## config.mk

```make
export PLATFORM = sky130hd
export DESIGN_NAME = sct_divider
export DESIGN_NICKNAME = d
export VERILOG_FILES = /design/src/hw/rtl/sct_divider.sv
export SDC_FILE = /design/constraint.sdc
export NUM_CORES = 1
export LEC_CHECK = 0
export BUFFER_PORTS_ARGS = -buffer_cell sky130_fd_sc_hd__buf_2
export CORE_ASPECT_RATIO = 0.9
export CORE_MARGIN = 4
export CORE_UTILIZATION = 35
export DETAILED_ROUTE_END_ITERATION = 7
export GPL_TIMING_DRIVEN = 0
export PLACE_DENSITY = 0.54
export SLEW_MARGIN = 10
export SYNTH_ARGS = -nofsm -noshare
export SYNTH_HDL_FRONTEND = slang
export SYNTH_SLANG_ARGS = --single-unit
```

## constraint.sdc

```tcl
create_clock -name clk -period 10.6 [get_ports clk]
set_input_delay 2.65 -clock clk [delete_from_list [all_inputs] [get_ports clk]]
set_output_delay 2.65 -clock clk [all_outputs]
set_load 0.01 [all_outputs]
```

## src/hw/rtl/sct_divider.sv

```systemverilog
// Restoring divider for the binomial variance: quotient of a 96-bit square by d.
// Depends on nothing; one quotient bit per cycle.
module sct_divider (
  input  logic         clk,
  input  logic         rst,
  input  logic         start,
  input  logic [95:0]  dividend,
  input  logic [47:0]  divisor,
  output logic         done,
  output logic [95:0]  quotient
);
  logic [48:0] rem;
  logic [95:0] shreg;
  logic [6:0]  count;
  logic        running;
  logic [48:0] trial;

  always_comb begin
    trial = {rem[47:0], shreg[95]};
  end

  always_ff @(posedge clk) begin
    if (rst) begin
      running <= 1'b0;
      done    <= 1'b0;
      count   <= '0;
    end else begin
      done <= 1'b0;
      if (start) begin
        running <= 1'b1;
        count   <= 7'd0;
        rem     <= '0;
        shreg   <= dividend;
      end else if (running) begin
        shreg <= {shreg[94:0], 1'b0};
        if (trial >= {1'b0, divisor}) begin
          rem      <= trial - {1'b0, divisor};
          quotient <= {quotient[94:0], 1'b1};
        end else begin
          rem      <= trial;
          quotient <= {quotient[94:0], 1'b0};
        end
        count <= count + 7'd1;
        if (count == 7'd95) begin
          running <= 1'b0;
          done    <= 1'b1;
        end
      end
    end
  end
endmodule

```

### Yosys cells after proc, flatten, opt, wreduce, memory -nomap -nowiden

Index checks and enable logic that the tools add are counted.
Widths: inputs -> output; s select.

| word-level totals | value |
|---|---|
| logic and storage cells | 27 |
| register bits | 249 |
| output and inout port bits | 97 |

| operators by class | value |
|---|---|
| eq/ne operators | 1 |
| bitwise operators | 3 |
| magnitude comparators | 1 |
| muxes and demuxes | 9 |
| $add $sub $neg | 2 |
| reduce and logical (&&, ||, !) cells | 5 |

Operators by type and width:

| operator | count |
|---|---|
| $mux 96 | 2 |
| $mux 48 | 2 |
| $ge 49x48->1 | 1 |
| $sub 48x48->48 | 1 |
| $add 7x1->7 const B | 1 |
| $eq 7x7->1 const B | 1 |
| $mux 1 | 5 |
| $not 1->1 | 3 |
| $reduce_and 3->1 | 1 |
| $reduce_or 3->1 | 1 |
| $reduce_and 2->1 | 1 |
| $reduce_bool 2->1 | 1 |
| $reduce_or 2->1 | 1 |

### Longest topological paths before layout

| depth | value |
|---|---|
| depth in word-level cells | 4 |
| depth in mapped cells | 14 |
| gate-level depth less buffers | 12 |

### Least setup slack after synthesis

Ideal clock, no wire load.

| timing path | value |
|---|---|
| path kind | input port to flip-flop |
| from | input port start |
| to | register rem[0] (enable) |
| buffers on the path | 1 |
| cell stages on the path | 3 |
| setup time | 0.698 ns |
| path slack | -0.287 ns |
| arrival | 10.190 ns |
| path through | buf_1 -> inv_1 -> a21oi_1 |

| on the way | value |
|---|---|
| cells in the longest elaborated chain, start to end | 2 |

RTL lines:

| what | line | source |
|---|---|---|
| from (decl) | 6 | `input logic start,` |
| $reduce_bool 2->1 (no source line) | - |  |
| $reduce_and 2->1 (no source line) | - |  |
| to (signal assigned) | 37 | `rem <= trial - {1'b0, divisor};` |
| to (signal assigned) | 40 | `rem <= trial;` |
| to (decl) | 12 | `logic [48:0] rem;` |

No other way between the ends.
A chain may end at the register's enable or synchronous reset.

### Final worst setup path

| timing path | value |
|---|---|
| from | input port divisor[0] |
| to | register rem[42], data pin |

| on the way | value |
|---|---|
| cells in the longest elaborated chain, start to end | 3 |
| elaborated cells between the ends (all ways) | 4 |
| classes of those cells | 1 x add/sub; 1 x order compare; 2 x mux |

RTL lines:

| what | line | source |
|---|---|---|
| from (decl) | 8 | `input logic [47:0] divisor,` |
| $sub 48x48->48 or $ge 49x48->1 (tied branches) | 37, 36 |  |
| $mux 48 * | 36 | `if (trial >= {1'b0, divisor}) begin` |
| $mux 48 * | 34 | `end else if (running) begin` |

Mark *: on every way between the ends. The rest lies on a longest branch, timed or not. The select of a mux whose other input is x is not followed.

==> impl_metrics.env <==
export IMPL_relSlewSlack_pct=35.1
export IMPL_final_common_cell="buf_2"
export IMPL_antenna_left=0
export IMPL_post_cts_setup_buffers=0
export IMPL_n_fill_cell=3360
export IMPL_fp_row_count=65
export IMPL_path_cells="buf_2 > ha_1 > fa_1 > nand2b_1 > a211oi_1 > o21ai_0 > o211ai_1 > nand2_1 > o31ai_1 > a21boi_0 > nand4_1 > o221ai_2"
export IMPL_synth_cell_types=62
export IMPL_synthToLayoutAreaGrowth_pct=24.0
export IMPL_syn_area_mm2=0.0125
export IMPL_final_cell_mix="247 x buf_2, 240 x edfxtp_1, 95 x mux2_2, 71 x nor2_1, 66 x a21oi_1"
export IMPL_power_clock_fraction_pct=37.9
export IMPL_numPortBuffers=243
export IMPL_intPower_mw=1.96
export IMPL_outcome="finished clean"
export IMPL_clk_latency_ns=0.55
export IMPL_coreArea_mm2=0.0352
export IMPL_viasPerCell=5.07
export IMPL_hold_buffers=0
export IMPL_seq_power_share_pct=43.7
export IMPL_routed_via_count=8903
export IMPL_rsz0062_at_grt="no"
export IMPL_slew_violations=0
export IMPL_netlist_instances=982
export IMPL_overflow=0
export IMPL_finalHoldWorstSlack_ns=0.438
export IMPL_antenna_cells=0
export IMPL_fin_setup_tns_ns=0
export IMPL_postSynthNetCount=1179
export IMPL_initial_core_util_pct=35.6
export IMPL_ys_warn_count=0
export IMPL_drc=0
export IMPL_cp_required_ns=10.88
export IMPL_async_flop_share_pct=0
export IMPL_die_area_mm2=0.0389
export IMPL_die_x_um=207
export IMPL_ios=244
export IMPL_fp_dieH_um=187
export IMPL_synthFlopType="edfxtp_1"
export IMPL_clock_fmax_mhz=172
export IMPL_clockBufferDepth=3
export IMPL_synth_seq_cells=249
export IMPL_slowest_delay_ns=0.54
export IMPL_path_class="in -> reg"
export IMPL_drv_cap=0
export IMPL_syn_area_per_cell_um2=12.8
export IMPL_antenna_found_initial=6
export IMPL_crit_slowest_cell="o31ai_1"
export IMPL_grt_pass1_wl_mm=50.3
export IMPL_cp_start_kind="primary input"
export IMPL_ir_worst_vdd_v=0.000105
export IMPL_crit_fanout=4
export IMPL_worst_pin_slew_ns=0.973
export IMPL_power_density_mw_per_mm2=173
export IMPL_min_period_over_period_pct=54.7
export IMPL_grt_max_degree=33
export IMPL_grtUsageTotal_pct=15.9
export IMPL_power_leakage_nw=6.12
export IMPL_swShare_pct=26.9
export IMPL_cts_tree="built"
export IMPL_finalHoldViolCount=0
export IMPL_combPwrFrac_pct=18.4
export IMPL_cts_resized=0
export IMPL_min_path_type="reg -> reg"
export IMPL_cts_buffers=29
export IMPL_end_kind="register"
export IMPL_period_needed_ns=5.80
export IMPL_clock_sink_count=249
export IMPL_h_tree_depth=1
export IMPL_routabilityCongestion=0.899
export IMPL_nets=1462
export IMPL_ys_seq_area_share_pct=59.0
export IMPL_grt_pass1_vias=8850
export IMPL_first_pass_iters=5
export IMPL_p_switching_uw=722
export IMPL_drt_wl_total_mm=32.4
export IMPL_clock_skew_ns=0.0104
export IMPL_drt_iter0_markers=463
export IMPL_wire_per_inst_um=18.5
export IMPL_setup_viol=0
export IMPL_crit_arrival_ns=6.08
export IMPL_root_buffer="clkbuf_16"
export IMPL_clk_pin_slew_worst_paths_ns=0.06
export IMPL_synth_edf_count=240
export IMPL_dp_hpwl_mm=24.2
export IMPL_drive_gt1_share_pct=32.7
area by class of cell:
class / count / area [µm²] / area share, %
Timing Repair Buffer: 252 / 1430 / 9.23
Tap cell: 469 / 587 / 3.78
Multi-Input combinational cell: 630 / 4720 / 30.4
Buffer: 42 / 208 / 1.34
Sequential cell: 249 / 7390 / 47.6
Inverter: 61 / 234 / 1.51
Clock inverter: 21 / 233 / 1.50
Clock buffer: 31 / 733 / 4.72
metal layers:
metal | wire length [µm] | global-route usage [%]
met3 | 1990 | 3.50
met1 | 15300 | 22.9
met4 | 844 | 4.09
met2 | 14200 | 24.5
met5 | 69 | 0
worst paths after layout:
kind	to	slack, ns	depth (start not counted)	from
max	rem[42]	4.80	12	divisor[0]
min	quotient[83]	0.44	0	quotient[82]
max reg2reg	rem[42]	6.64	12	shreg[95]
min reg2reg	quotient[83]	0.44	0	quotient[82]
synthesized netlist by cell type, drive strengths merged (3+ instances only):
master  number  area [µm²]
a31oi        6        37.5
mux2        95        1070
nand2       46         173
ha          49         613
nand4       18         113
o21bai      10        75.1
or3          6        37.5
o211ai       3        22.5
xor2        18         158
clkbuf      32         120
a211oi      14         135
xnor2       28         245
buf         10        87.6
nand2b       4        25.0
nor2b        6        37.5
o21ai       39         203
nand3       23         115
o31ai        5        37.5
inv         60         225
and3         8        50.1
a41oi        3        26.3
dfxtp        9         180
mux2i       24         240
a21oi       67         335
edfxtp     240        7210
a21o        15         113
a21boi       3        22.5
o22ai        3        18.8
nor2        74         288
and2         8        52.6
o21a         7        52.6
a22o         8        70.1
nor3        14        70.1
through the flow:
| step | power, mW | utilization (%) | area [µm²] | instances | worst slack, ns |
|---|---|---|---|---|---|
| after floorplan | 1.54 | - | 12500 | 982 | 2.92 |
| after global placement | 1.68 | 40.7 | 14300 | 1694 | 0.198 |
| after detailed placement | 1.68 | 41.4 | 14600 | 1703 | 4.31 |
| after CTS | 2.72 | 44.1 | 15500 | 1755 | 4.89 |
| after global routing | 2.82 | 44.1 | 15500 | 1755 | 4.60 |
| final | 2.68 | 44.1 | 15500 | 1755 | 4.80 |
cell families (layout without fill, tap and decap cells):
family,count (synthesis),after routing,synth area share (%)
flip-flops,249,249,59.0
XOR/XNOR,46,46,3.22
AND/OR/NAND/NOR,216,216,8.21
buffers and inverters,103,407,3.53
AO/OA/AOI/OAI,199,199,10.6
adder cells (fa/ha/maj),50,50,5.05
multiplexers,119,119,10.5
power by group through the flow:
stage	sequential (mW)	combinational, mW	clock [mW]
after floorplan	1.19	0.346	0
after global placement	1.20	0.477	0
after detailed placement	1.19	0.492	0
after CTS	1.17	0.496	1.05
after global routing	1.18	0.550	1.09
final	1.17	0.495	1.02
worst max-delay path, delay by kind of cell:
family,cells,cell delay [ns]
AND/OR/NAND/NOR,3,0.66
buffers and inverters,1,0.12
AO/OA/AOI/OAI,6,2.02
adder cells (fa/ha/maj),2,0.62
sequential cells by signal (all words and copies together) (netlist names):
register  cells
quotient     96
shreg        96
rem          48
count         7
done          1
running       1
No activity file was read; power rests on OpenSTA's default activity.
